### config.mk
export PLATFORM = sky130hd
export DESIGN_NAME = stream_find_replace
export DESIGN_NICKNAME = d
export VERILOG_FILES = /design/src/sv/sfr_pkg.sv /design/src/sv/sfr_datapath.sv /design/src/sv/sfr_ctrl.sv /design/src/sv/stream_find_replace.sv
export SDC_FILE = /design/constraint.sdc
export NUM_CORES = 1
export LEC_CHECK = 0
export ABC_AREA = 1
export BUFFER_PORTS_ARGS = -buffer_cell sky130_fd_sc_hd__clkbuf_2
export CAP_MARGIN = 20
export CORE_ASPECT_RATIO = 0.6
export CORE_MARGIN = 4
export CORE_UTILIZATION = 40
export DETAILED_ROUTE_END_ITERATION = 6
export HOLD_SLACK_MARGIN = 0.03
export PLACE_DENSITY_LB_ADDON = 0.12
export SYNTH_ARGS = -nofsm -noshare
export SYNTH_HDL_FRONTEND = slang
export SYNTH_SLANG_ARGS = --single-unit
export TNS_END_PERCENT = 5
### constraint.sdc
create_clock -name clk_i -period 3 [get_ports clk_i]
set_clock_uncertainty 0.2 [all_clocks]
set_input_delay 0.75 -clock clk_i [delete_from_list [all_inputs] [get_ports clk_i]]
set_output_delay 0.75 -clock clk_i [all_outputs]
set_load 0.05 [all_outputs]
### src/sv/sfr_pkg.sv
// Shared types and constants of the stream find-and-replace block.
package sfr_pkg;

  localparam int MAX_PATTERN_DEF = 16;
  localparam int MAX_REPLACE_DEF = 16;

  // Byte lanes held by the two 64-bit halves of the pattern and replacement registers.
  localparam int BYTE_LANES = 16;
  localparam int LEN_W      = 5;
  localparam int CFG_W      = 64;
  localparam int CFG_IDX_W  = 3;
  localparam int FUNC_W     = 2;

  localparam logic [7:0] NEWLINE_BYTE = 8'h0A;

  typedef enum logic [FUNC_W-1:0] {
    FUNC_DATA       = 2'd0,
    FUNC_SEG_END    = 2'd1,
    FUNC_STREAM_END = 2'd2
  } sfr_func_e;

  typedef enum logic [CFG_IDX_W-1:0] {
    REG_PAT_LEN = 3'd0,
    REG_PAT_LO  = 3'd1,
    REG_PAT_HI  = 3'd2,
    REG_REP_LEN = 3'd3,
    REG_REP_LO  = 3'd4,
    REG_REP_HI  = 3'd5
  } sfr_reg_e;

  typedef struct packed {
    logic load;
    logic shift_emit;
    logic rep_start;
    logic rep_emit;
    logic nl_emit;
    logic finish;
  } sfr_cmd_t;

  typedef struct packed {
    logic match;
    logic full;
    logic cnt_zero;
    logic emit_ok;
    logic rep_done;
  } sfr_status_t;

endpackage

### src/sv/sfr_datapath.sv
// Datapath: configuration registers, hold window, prefix matcher and output word registers.
module sfr_datapath #(
  parameter int MAX_PATTERN = sfr_pkg::MAX_PATTERN_DEF,
  parameter int MAX_REPLACE = sfr_pkg::MAX_REPLACE_DEF
) (
  input  logic                         clk_i,
  input  logic                         rst_ni,
  input  logic                         cfg_valid_i,
  input  logic [sfr_pkg::CFG_IDX_W-1:0] cfg_index_i,
  input  logic [sfr_pkg::CFG_W-1:0]    cfg_data_i,
  input  logic [7:0]                   data_byte_i,
  input  sfr_pkg::sfr_cmd_t            cmd_i,
  output sfr_pkg::sfr_status_t         status_o,
  input  logic                         out_stall_i,
  output logic                         out_valid_o,
  output logic [7:0]                   out_byte_o,
  output logic                         last_o
);
  import sfr_pkg::*;

  localparam int CW = $clog2(MAX_PATTERN + 1);
  localparam int BI = $clog2(MAX_PATTERN);
  localparam int RW = $clog2(MAX_REPLACE + 1);

  logic [LEN_W-1:0] plen_q, rlen_q;
  logic [CFG_W-1:0] pat_lo_q, pat_hi_q, rep_lo_q, rep_hi_q;
  logic [8*BYTE_LANES-1:0] pat_all, rep_all;

  logic [7:0]    win_q [MAX_PATTERN];
  logic [CW-1:0] cnt_q;
  logic [RW-1:0] ridx_q;
  logic [CW-1:0] eff_plen;
  logic [RW-1:0] eff_rlen;

  logic [MAX_PATTERN-1:0] lane_ok;
  logic       emit, push, out_free;
  logic [7:0] emit_byte;
  logic       pend_valid_q;
  logic [7:0] pend_byte_q;
  logic       out_valid_q, out_last_q;
  logic [7:0] out_byte_q;

  // A length of zero counts as one; anything above the window size saturates.
  function automatic logic [CW-1:0] eff_plen_f(input logic [LEN_W-1:0] v);
    logic [CW-1:0] r;
    if (v == '0) begin
      r = CW'(1);
    end else if (v > LEN_W'(MAX_PATTERN)) begin
      r = CW'(MAX_PATTERN);
    end else begin
      r = CW'(v);
    end
    return r;
  endfunction

  assign pat_all  = {pat_hi_q, pat_lo_q};
  assign rep_all  = {rep_hi_q, rep_lo_q};
  assign eff_plen = eff_plen_f(plen_q);
  assign eff_rlen = (rlen_q > LEN_W'(MAX_REPLACE)) ? RW'(MAX_REPLACE) : RW'(rlen_q);

  // The window head is kept when every held byte agrees with the pattern prefix.
  for (genvar j = 0; j < MAX_PATTERN; j++) begin : g_lane
    assign lane_ok[j] = (CW'(j) >= cnt_q) ||
                        ((CW'(j) < eff_plen) && (win_q[j] == pat_all[8*j +: 8]));
  end

  assign status_o.match    = &lane_ok;
  assign status_o.full     = (&lane_ok) && (cnt_q == eff_plen);
  assign status_o.cnt_zero = (cnt_q == '0);
  assign status_o.rep_done = (ridx_q == eff_rlen);

  assign out_free          = !out_valid_q || !out_stall_i;
  assign status_o.emit_ok  = !pend_valid_q || out_free;

  assign emit = cmd_i.shift_emit || cmd_i.rep_emit || cmd_i.nl_emit;
  assign push = (emit || cmd_i.finish) && pend_valid_q;

  always_comb begin
    emit_byte = NEWLINE_BYTE;
    if (cmd_i.shift_emit) begin
      emit_byte = win_q[0];
    end else if (cmd_i.rep_emit) begin
      emit_byte = rep_all[{4'(ridx_q), 3'b000} +: 8];
    end
  end

  always_ff @(posedge clk_i or negedge rst_ni) begin
    if (!rst_ni) begin
      plen_q   <= LEN_W'(1);
      rlen_q   <= '0;
      pat_lo_q <= '0;
      pat_hi_q <= '0;
      rep_lo_q <= '0;
      rep_hi_q <= '0;
    end else if (cfg_valid_i) begin
      unique case (cfg_index_i)
        REG_PAT_LEN: plen_q   <= cfg_data_i[LEN_W-1:0];
        REG_PAT_LO:  pat_lo_q <= cfg_data_i;
        REG_PAT_HI:  pat_hi_q <= cfg_data_i;
        REG_REP_LEN: rlen_q   <= cfg_data_i[LEN_W-1:0];
        REG_REP_LO:  rep_lo_q <= cfg_data_i;
        REG_REP_HI:  rep_hi_q <= cfg_data_i;
        default: ;
      endcase
    end
  end

  always_ff @(posedge clk_i or negedge rst_ni) begin
    if (!rst_ni) begin
      cnt_q  <= '0;
      ridx_q <= '0;
    end else begin
      if (cmd_i.load) begin
        cnt_q <= cnt_q + CW'(1);
      end else if (cmd_i.shift_emit) begin
        cnt_q <= cnt_q - CW'(1);
      end else if (cmd_i.rep_start) begin
        cnt_q <= '0;
      end else if (cfg_valid_i && (cfg_index_i == REG_PAT_LEN) &&
                   (cnt_q >= eff_plen_f(cfg_data_i[LEN_W-1:0]))) begin
        // A shorter pattern drops a partial match that no longer fits.
        cnt_q <= '0;
      end
      if (cmd_i.rep_start) begin
        ridx_q <= '0;
      end else if (cmd_i.rep_emit) begin
        ridx_q <= ridx_q + RW'(1);
      end
    end
  end

  always_ff @(posedge clk_i) begin
    if (cmd_i.load) begin
      win_q[cnt_q[BI-1:0]] <= data_byte_i;
    end else if (cmd_i.shift_emit) begin
      for (int i = 0; i < MAX_PATTERN - 1; i++) begin
        win_q[i] <= win_q[i+1];
      end
    end
  end

  // One word waits in a pending slot until it is known whether it ends the item.
  always_ff @(posedge clk_i or negedge rst_ni) begin
    if (!rst_ni) begin
      pend_valid_q <= 1'b0;
      out_valid_q  <= 1'b0;
    end else begin
      if (emit) begin
        pend_valid_q <= 1'b1;
      end else if (cmd_i.finish) begin
        pend_valid_q <= 1'b0;
      end
      out_valid_q <= push || (out_valid_q && out_stall_i);
    end
  end

  always_ff @(posedge clk_i) begin
    if (emit) begin
      pend_byte_q <= emit_byte;
    end
    if (push) begin
      out_byte_q <= pend_byte_q;
      out_last_q <= cmd_i.finish;
    end
  end

  assign out_valid_o = out_valid_q;
  assign out_byte_o  = out_byte_q;
  assign last_o      = out_last_q;

endmodule

### src/sv/sfr_ctrl.sv
// Controller state machine that sequences scanning, replacement and flushing per input word.
module sfr_ctrl (
  input  logic                       clk_i,
  input  logic                       rst_ni,
  input  logic                       in_valid_i,
  input  logic [sfr_pkg::FUNC_W-1:0] func_i,
  output logic                       in_stall_o,
  input  sfr_pkg::sfr_status_t       status_i,
  output sfr_pkg::sfr_cmd_t          cmd_o
);
  import sfr_pkg::*;

  typedef enum logic [2:0] {
    ST_IDLE,
    ST_SCAN,
    ST_REPL,
    ST_FLUSH,
    ST_NEWLINE,
    ST_FIN
  } state_e;

  state_e   state_q, state_d;
  logic     nl_q, nl_d;
  logic     stall_q;
  sfr_cmd_t cmd;

  always_comb begin
    cmd     = '0;
    state_d = state_q;
    nl_d    = nl_q;
    unique case (state_q)
      ST_IDLE: begin
        if (in_valid_i) begin
          unique case (func_i)
            FUNC_DATA: begin
              cmd.load = 1'b1;
              state_d  = ST_SCAN;
            end
            FUNC_SEG_END: begin
              nl_d    = 1'b1;
              state_d = ST_FLUSH;
            end
            FUNC_STREAM_END: begin
              nl_d    = 1'b0;
              state_d = ST_FLUSH;
            end
            default: ;
          endcase
        end
      end
      ST_SCAN: begin
        // Each failed test releases the window head once the output can take it and retries one byte later.
        if (status_i.match) begin
          if (status_i.full) begin
            cmd.rep_start = 1'b1;
            state_d       = ST_REPL;
          end else begin
            state_d = ST_FIN;
          end
        end else if (status_i.emit_ok) begin
          cmd.shift_emit = 1'b1;
        end
      end
      ST_REPL: begin
        if (status_i.rep_done) begin
          state_d = ST_FIN;
        end else if (status_i.emit_ok) begin
          cmd.rep_emit = 1'b1;
        end
      end
      ST_FLUSH: begin
        if (status_i.cnt_zero) begin
          state_d = nl_q ? ST_NEWLINE : ST_FIN;
        end else if (status_i.emit_ok) begin
          cmd.shift_emit = 1'b1;
        end
      end
      ST_NEWLINE: begin
        if (status_i.emit_ok) begin
          cmd.nl_emit = 1'b1;
          state_d     = ST_FIN;
        end
      end
      ST_FIN: begin
        if (status_i.emit_ok) begin
          cmd.finish = 1'b1;
          state_d    = ST_IDLE;
        end
      end
      default: state_d = ST_IDLE;
    endcase
  end

  always_ff @(posedge clk_i or negedge rst_ni) begin
    if (!rst_ni) begin
      state_q <= ST_IDLE;
      nl_q    <= 1'b0;
      stall_q <= 1'b0;
    end else begin
      state_q <= state_d;
      nl_q    <= nl_d;
      stall_q <= (state_d != ST_IDLE);
    end
  end

  assign in_stall_o = stall_q;
  assign cmd_o      = cmd;

endmodule

### src/sv/stream_find_replace.sv
// Top level of the streaming find-and-replace block.
//
// Input words carry func_i and data_byte_i; a word is taken when in_valid_i is high
// and in_stall_o is low. Output words carry out_byte_o and last_o, which marks the
// final word produced by one input word; the receiver holds them with out_stall_i.
// Registers are written through cfg_valid_i, cfg_index_i and cfg_data_i; the user
// must write them only while the block is idle, which the block itself does not
// enforce; cfg_ready_o is always high. One input word is processed at a time. A data
// byte is loaded, then tested once per released byte plus a final test, and then the
// word is closed; a full match emits the replacement bytes before the close. A flush
// emits the held bytes, then the newline for a segment end, and then closes the word.
// One word leaves per cycle while out_stall_i is low, so the shared output port sets
// the pace for long replacements and flushes. Each released byte waits in a pending
// slot until the next one or the close before it passes to the output register.
// When the receiver stalls, the output register holds and the sequencer waits;
// in_stall_o stays high until the current input word is fully handled.
// Reset empties the hold window, restores pattern length one with all other
// registers zero, and leaves the block ready for a new input word.
module stream_find_replace #(
  parameter int MAX_PATTERN = sfr_pkg::MAX_PATTERN_DEF,
  parameter int MAX_REPLACE = sfr_pkg::MAX_REPLACE_DEF
) (
  input  logic                          clk_i,
  input  logic                          rst_ni,
  input  logic                          in_valid_i,
  output logic                          in_stall_o,
  input  logic [sfr_pkg::FUNC_W-1:0]    func_i,
  input  logic [7:0]                    data_byte_i,
  output logic                          out_valid_o,
  input  logic                          out_stall_i,
  output logic [7:0]                    out_byte_o,
  output logic                          last_o,
  input  logic                          cfg_valid_i,
  output logic                          cfg_ready_o,
  input  logic [sfr_pkg::CFG_IDX_W-1:0] cfg_index_i,
  input  logic [sfr_pkg::CFG_W-1:0]     cfg_data_i
);
  import sfr_pkg::*;

  sfr_cmd_t    cmd;
  sfr_status_t status;

  assign cfg_ready_o = 1'b1;

  sfr_ctrl u_ctrl (
    .clk_i      (clk_i),
    .rst_ni     (rst_ni),
    .in_valid_i (in_valid_i),
    .func_i     (func_i),
    .in_stall_o (in_stall_o),
    .status_i   (status),
    .cmd_o      (cmd)
  );

  sfr_datapath #(
    .MAX_PATTERN (MAX_PATTERN),
    .MAX_REPLACE (MAX_REPLACE)
  ) u_datapath (
    .clk_i       (clk_i),
    .rst_ni      (rst_ni),
    .cfg_valid_i (cfg_valid_i),
    .cfg_index_i (cfg_index_i),
    .cfg_data_i  (cfg_data_i),
    .data_byte_i (data_byte_i),
    .cmd_i       (cmd),
    .status_o    (status),
    .out_stall_i (out_stall_i),
    .out_valid_o (out_valid_o),
    .out_byte_o  (out_byte_o),
    .last_o      (last_o)
  );

endmodule

-- Word-level counts from Yosys, hierarchy flattened
Memory sizes are Yosys's and may differ from the RTL's.
Index checks and enable logic that the tools add are counted.
- eq/ne operators: 30
- shift-type cells: 1
- reductions and logical operators: 67
- add/subtract/negate cells: 3
- magnitude comparators: 36
- mux-type cells: 51
- operators with widths (kind ; number):
    $eq A8 B8 Y1 ; 16
    $shiftx A128 B8 Y8 ; 1
    $mux W5 ; 14
    $ge A4 B5 Y1 const A ; 8
    $lt A4 B5 Y1 const A ; 8
    $mux W8 ; 3
    $logic_or A1 B1 Y1 ; 22
    $mux W1 ; 22
    $logic_and A1 B1 Y1 ; 21
    $mux W3 ; 7
    $ge A3 B5 Y1 const A ; 4
    $lt A3 B5 Y1 const A ; 4
    $pmux W3 S6 ; 1
    $reduce_and A16 Y1 ; 1
    $gt A5 B5 Y1 const B ; 3
    $logic_not A5 Y1 ; 3
    $eq A3 B2 Y1 const B ; 4
    $eq A3 B3 Y1 const B ; 4
    $reduce_and A2 Y1 ; 6
    $add A5 B1 Y5 const B ; 2
    $eq A5 B5 Y1 ; 2
    $ge A1 B5 Y1 const A ; 2
    $ge A2 B5 Y1 const A ; 2
    $lt A1 B5 Y1 const A ; 2
    other kinds (18) ; 26
- output and inout port bits: 12
- memory bits (writable): 128
- bits in registers: 300
- memories: 1
- logic and storage cells: 205
- memory list (name ; words ; width ; rd ports ; clocked after memory_dff ; wr ports ; line ; text):
    u_datapath.win_q ; 16 ; 8 ; 16 ; 0 ; 15 ; sfr_datapath.sv:29 ; logic [7:0] win_q [MAX_PATTERN];

-- Depth between registers and ports, before layout
- depth after elaboration: 20
- mapped depth: 18
- gate-level depth less buffers: 16

-- Hierarchy
From an unflattened synthesis, not the netlist that was laid out.
- cells, all modules: 2283
- area total of the unflattened synthesis: 20055.5 sq um
- modules (own cells, without submodules) (module ; cells an instance ; instances ; area an instance (sq um)):
    sfr_datapath ; 2212 ; 1 ; 19618.8
    sfr_ctrl ; 69 ; 1 ; 425.4
    stream_find_replace ; 2 ; 1 ; 11.3

-- Least setup slack after synthesis
OpenSTA, ideal clock, no wires.
- path type: register -> register
- start: register u_datapath.cnt_q[0]
- end: memory u_datapath.win_q[0][0] (enable)
- slack: 237 ps
- stages on the path, launching flop included: 15
- data arrival time: 2207 ps
- period minus slack after synthesis: 2763 ps
- path through: dfrtp_1 inv_1 ha_1 inv_1 nor2_1 o31ai_1 nand2_1 nand2_1 nor2_1 nand2_1 nor2_2 nor2_1 nor2_4 buf_2 o21ai_0
- RTL lines (item ; line ; text):
    from (decl) ; sfr_datapath.sv:30 ; logic [CW-1:0] cnt_q;
    from (signal assigned) ; sfr_datapath.sv:114 ; cnt_q <= cnt_q + CW'(1);
    from (signal assigned) ; sfr_datapath.sv:116 ; cnt_q <= cnt_q - CW'(1);
    to (decl) ; sfr_datapath.sv:29 ;

-- Worst setup path in the final report
- start: register u_datapath.plen_q[4]
- end: register u_datapath.out_byte_q[4] (netlist: u_datapath.out_byte_o[4]) (enable)
- longest elaborated chain between the ends: 13
- elaborated cells between the ends (all ways): 59
- those cells by class: order compare: 17; mux: 4; reduce/logical: 38
- ends and longest elaborated chain (item ; line ; text):
    from (decl) ; sfr_datapath.sv:25 ; logic [LEN_W-1:0] plen_q, rlen_q;
    from (signal assigned) ; sfr_datapath.sv:97 ; REG_PAT_LEN: plen_q <= cfg_data_i[LEN_W-1:0];
    $gt A5 B5 Y1 ; sfr_datapath.sv:48 ; end else if (v > LEN_W'(MAX_PATTERN)) begin
    $mux W5 ; sfr_datapath.sv:48 ;
    $mux W5 * ; sfr_datapath.sv:46 ; if (v == '0) begin
    $lt A1 B5 Y1 (tied with other cells) ; sfr_datapath.sv:64 ; ((CW'(j) < eff_plen) && (win_q[j] == pat_all[8*j +: 8]));
    $logic_and A1 B1 Y1 ; sfr_datapath.sv:64 ;
    $logic_or A1 B1 Y1 ; sfr_datapath.sv:63 ; assign lane_ok[j] = (CW'(j) >= cnt_q) ||
    $reduce_and A16 Y1 * ; sfr_datapath.sv:67 ; assign status_o.match = &lane_ok;
    $mux W1 * ; sfr_ctrl.sv:53 ; if (status_i.match) begin
    $pmux W1 S2 * ; sfr_ctrl.sv:31 ; unique case (state_q)
    $logic_or A1 B1 Y1 * (2 in a row) ; sfr_datapath.sv:75 ; assign emit = cmd_i.shift_emit || cmd_i.rep_emit || cmd_i.nl_emit;
    $logic_or A1 B1 Y1 * ; sfr_datapath.sv:76 ; assign push = (emit || cmd_i.finish) && pend_valid_q;
    $logic_and A1 B1 Y1 * ; sfr_datapath.sv:76 ;
    net u_datapath.push ; sfr_datapath.sv:36 ; logic emit, push, out_free;
    to (signal assigned) ; sfr_datapath.sv:162 ; out_byte_q <= pend_byte_q;
    to (decl) ; sfr_datapath.sv:41 ; logic [7:0] out_byte_q;
The timed path passes the listed nets; every way through them passes the cells marked *.
A chain may end at the register's enable or synchronous reset.

==> flow_summary.ini <==
[yosys]
synthesis.instances = 2249
post_synthesis_async_set_or_reset_flop_share_pct = 66.12
synth.net_count = 2344
synth-seq-area-share_pct = 57.63
ys_types = 42
ys_ff_latch = 428
ys.warnings.count = 0
avgSynthCellArea_um2 = 8.825
synthesis.area_mm2 = 0.01985
synth_enable_flop_cells = 145
dominantRegCellSynth = dfrtp_1

[min_path]
hold_depth = 1
min_to = u_datapath.win_q[15][1]$_DFFE_PP_
hold_start = data_byte_i[1]
min-delay-path-class = input pin to flop

[grt]
grt_pass1_vias = 15350
global_route.overflow_total = 0
grt_pass1_wl_um = 100700
grt_max_degree = 129
number_of_antenna_violations_at_the_first_check_in_global_routing = 4
grt_util_all_layers_pct = 25.27

[setup_path]
regToRegStartpoint = u_datapath.plen_q[4]$_DFFE_PN0P_
endpoint_kind = flop
crit_type = flop to flop
required_ns = 3.06
r2r_end = u_datapath.out_byte_o[4]$_DFFE_PP_
number_of_cells_on_the_worst_reg_to_reg_path = 16
timing.critical_path.fanout_max = 5
cp_data_arrival_time_ns = 3.04
worst-r2r-setup-slack_ns = 0.02
timing.critical_path.from_type = flop

[cells_and_area]
most-common-layout-cells = nand2_1, o21ai_0, dfrtp_1
areaGrowthSynthToFinish_pct = 19.78
mostFrequentLayoutCell = nand2_1
layout-drive-gt1-share_pct = 14.69
final-instance-count-excl-fill = 3098
finalCoreUtilization_pct = 49.11
number_of_nets_in_the_layout = 2519

[power_and_ir_drop]
power_frac_seq_pct = 38.8
switching_power_uw = 10390
power.total_uw = 26120
power.clock.fraction_pct = 20.6
power.density_mw_per_mm2 = 1099
net_switching_share_of_the_total_power_pct = 39.80
p_leak_uw = 0.01112
ir_drop_v = 0.0006988
cell_internal_pwr_uw = 15720
combinational_share_of_power_pct = 40.6

[sta]
worst-slew-pin-transition_ns = 0.7519
layout_worst_path_cycle_share_pct = 99.42
setup_tns_ns = 0
hold_viol_final = 0
slew-limit-headroom_pct = 49.87
fin_crit_ns = 2.983
rsz_0062_raised_after_global_routing = true
drv_slew = 0
holdWs_ns = 0.2115
fmaxAchievable_ghz = 0.3353
final-setup-viol-count = 0

[route]
routed.top_layer = met5
initialDrtViolationCount = 1743
dr_pass1_iterations = 5
detail_route.vias_per_cell = 5.172
finalWirelength_um = 67550
drt_drc_violations_left = 0
via_count = 16020
route.antenna.remaining_nets = 0
met3RoutedLength_um = 6797
wl_met1_um = 33610
met2_wirelength_um = 26050
wl_cell_um = 21.80

[placed_design]
globalplace.congestion = 0.9419
buffer_ports.inserted = 92
place_hpwl_um = 49560
place.detailed.instances = 3011

[clocking]
worstSkewPairLatency_ns = 0.55
cts_tree = yes
ctsRootBufferMaster = clkbuf_16
tritoncts.num_buffers = 43
cts-root-to-sink-buffers = 3
clock_sink_count = 428
clk_pin_slew_worst_paths_ns = 0.06
cts-htree-levels = 2

[run]
maxCapViolCount = 0

[floorplanning]
die_area_mm2 = 0.05336
die_height_um = 180.5
design.core.area_mm2 = 0.04841
die_x_um = 295.6
design.portCount = 94
initial_utilization_pct = 41.00
num_rows = 62

[outcome]
run_status = complete, no violations
==> layout make-up <==
| type | count | area, um2 |
|---|---|---|
| clock inverters | 22 | 192.7 |
| flip-flops and latches | 428 | 11440 |
| inverters | 193 | 735.7 |
| repair buffers | 240 | 1993 |
| repair inverters | 1 | 7.507 |
| well taps | 640 | 800.8 |
| diodes | 1 | 2.502 |
| multi-input cells | 1517 | 7437 |
| clock buffers | 56 | 1165 |
| fillers | 4641 | 24630 |
==> synthesized netlist by cell type, types with 9 or more instances <==
| master | count | share of area (%) |
|---|---|---|
| a21oi_1 | 50 | 1.3 |
| a221oi_1 | 9 | 0.40 |
| buf_2 | 15 | 0.38 |
| clkbuf_1 | 90 | 1.7 |
| dfrtp_1 | 282 | 36 |
| edfxtp_1 | 145 | 22 |
| ha_1 | 13 | 0.82 |
| inv_1 | 189 | 3.6 |
| nand2_1 | 749 | 14 |
| nand3_1 | 45 | 1.1 |
| nand4_1 | 11 | 0.35 |
| nor2_1 | 107 | 2.0 |
| nor3_1 | 12 | 0.30 |
| o21ai_0 | 360 | 9.1 |
| xnor2_1 | 92 | 4.1 |
| xor2_1 | 13 | 0.57 |
==> per-stage QoR <==
stage,area [um2],setup WS (ns)
after global routing,23770,-0.1258
final,23770,0.01733
after floorplan,19850,0.2368
after global placement,22080,-0.4698
after CTS,23570,-0.07460
after detailed placement,22080,-0.4437
==> cell families after synthesis <==
logic type               share of synthesized area [%]
other                                          0.01889
AND/OR/NAND/NOR                                  18.55
adder cells (fa/ha/maj)                         0.8196
buffers and inverters                            6.039
flip-flops                                       57.63
XOR/XNOR                                         4.634
AO/OA/AOI/OAI                                    12.31
==> metal layers <==
| layer | vias to the layer above | GRT usage, % |
|---|---|---|
| met1 | 7698 | 40.87 |
| met3 | 71 | 8.105 |
| met2 | 596 | 32.81 |
| met5 | - | 0.4517 |
| met4 | 2 | 4.086 |
| li1 | 7656 | - |
==> what timing repair did <==
item,4_1_cts,5_1_grt
hold buffers,1,0
gates cloned,2,2
resized for setup,22,43
endpoints found under the setup margin,273,268
pin swaps,2,11
buffers inserted,1,3
hold endpoints to repair,37,0
==> critical path, cell delays in order, from the launching register on <==
cell and delay [ns]:
dfrtp_1 0.39, clkinvlp_4 0.19, buf_6 0.16, nand3_2 0.10
nor2_2 0.08, nor2_2 0.15, nand3_1 0.10, nand2_1 0.08
nand2_2 0.08, nor2_2 0.09, nand2_1 0.09, buf_6 0.13
o21bai_4 0.14, buf_6 0.17, nand4_1 0.11, nand2_2 0.20
clkinvlp_4 0.21
==> worst max path at each step <==
| stage | slack (ns) | from | cells past startpoint | endpoint |
|---|---|---|---|---|
| 2_1_floorplan | 0.24 | u_datapath.cnt_q[0]$_DFFE_PN0P_ | 14 | u_datapath.win_q[0][0]$_DFFE_PP_ |
| 3_3_place_gp | -0.47 | u_datapath.plen_q[4]$_DFFE_PN0P_ | 16 | u_datapath.win_q[6][6]$_DFFE_PP_ |
| 3_5_place_dp | -0.44 | u_datapath.plen_q[4]$_DFFE_PN0P_ | 16 | u_datapath.win_q[4][3]$_DFFE_PP_ |
| 4_1_cts | -0.07 | u_datapath.plen_q[4]$_DFFE_PN0P_ | 18 | u_datapath.win_q[7][0]$_DFFE_PP_ |
| 5_1_grt | -0.13 | u_datapath.cnt_q[1]$_DFFE_PN0P_ | 16 | u_datapath.out_byte_o[6]$_DFFE_PP_ |
| 6_report | 0.02 | u_datapath.plen_q[4]$_DFFE_PN0P_ | 16 | u_datapath.out_byte_o[4]$_DFFE_PP_ |
==> power groups by stage <==
stage | logic (uW) | registers [uW] | clock network, uW
floorplan | 5420 | 9880 | 0
global placement | 9750 | 10200 | 0
detailed placement | 9820 | 10200 | 0
CTS | 10100 | 10100 | 5470
global route | 11700 | 10300 | 5740
finish | 10600 | 10100 | 5370
==> state kept, by name, indices dropped and copies added (netlist names), 5 cells and up <==
signal,cells
u_datapath.pat_hi_q,64
u_datapath.plen_q,5
u_datapath.out_byte_o,8
u_datapath.rep_lo_q,64
u_datapath.rlen_q,5
u_datapath.cnt_q,5
u_datapath.ridx_q,5
u_datapath.pend_byte_q,8
u_datapath.pat_lo_q,64
u_datapath.win_q,128
u_datapath.rep_hi_q,64
(Power assumes the default switching activity.)
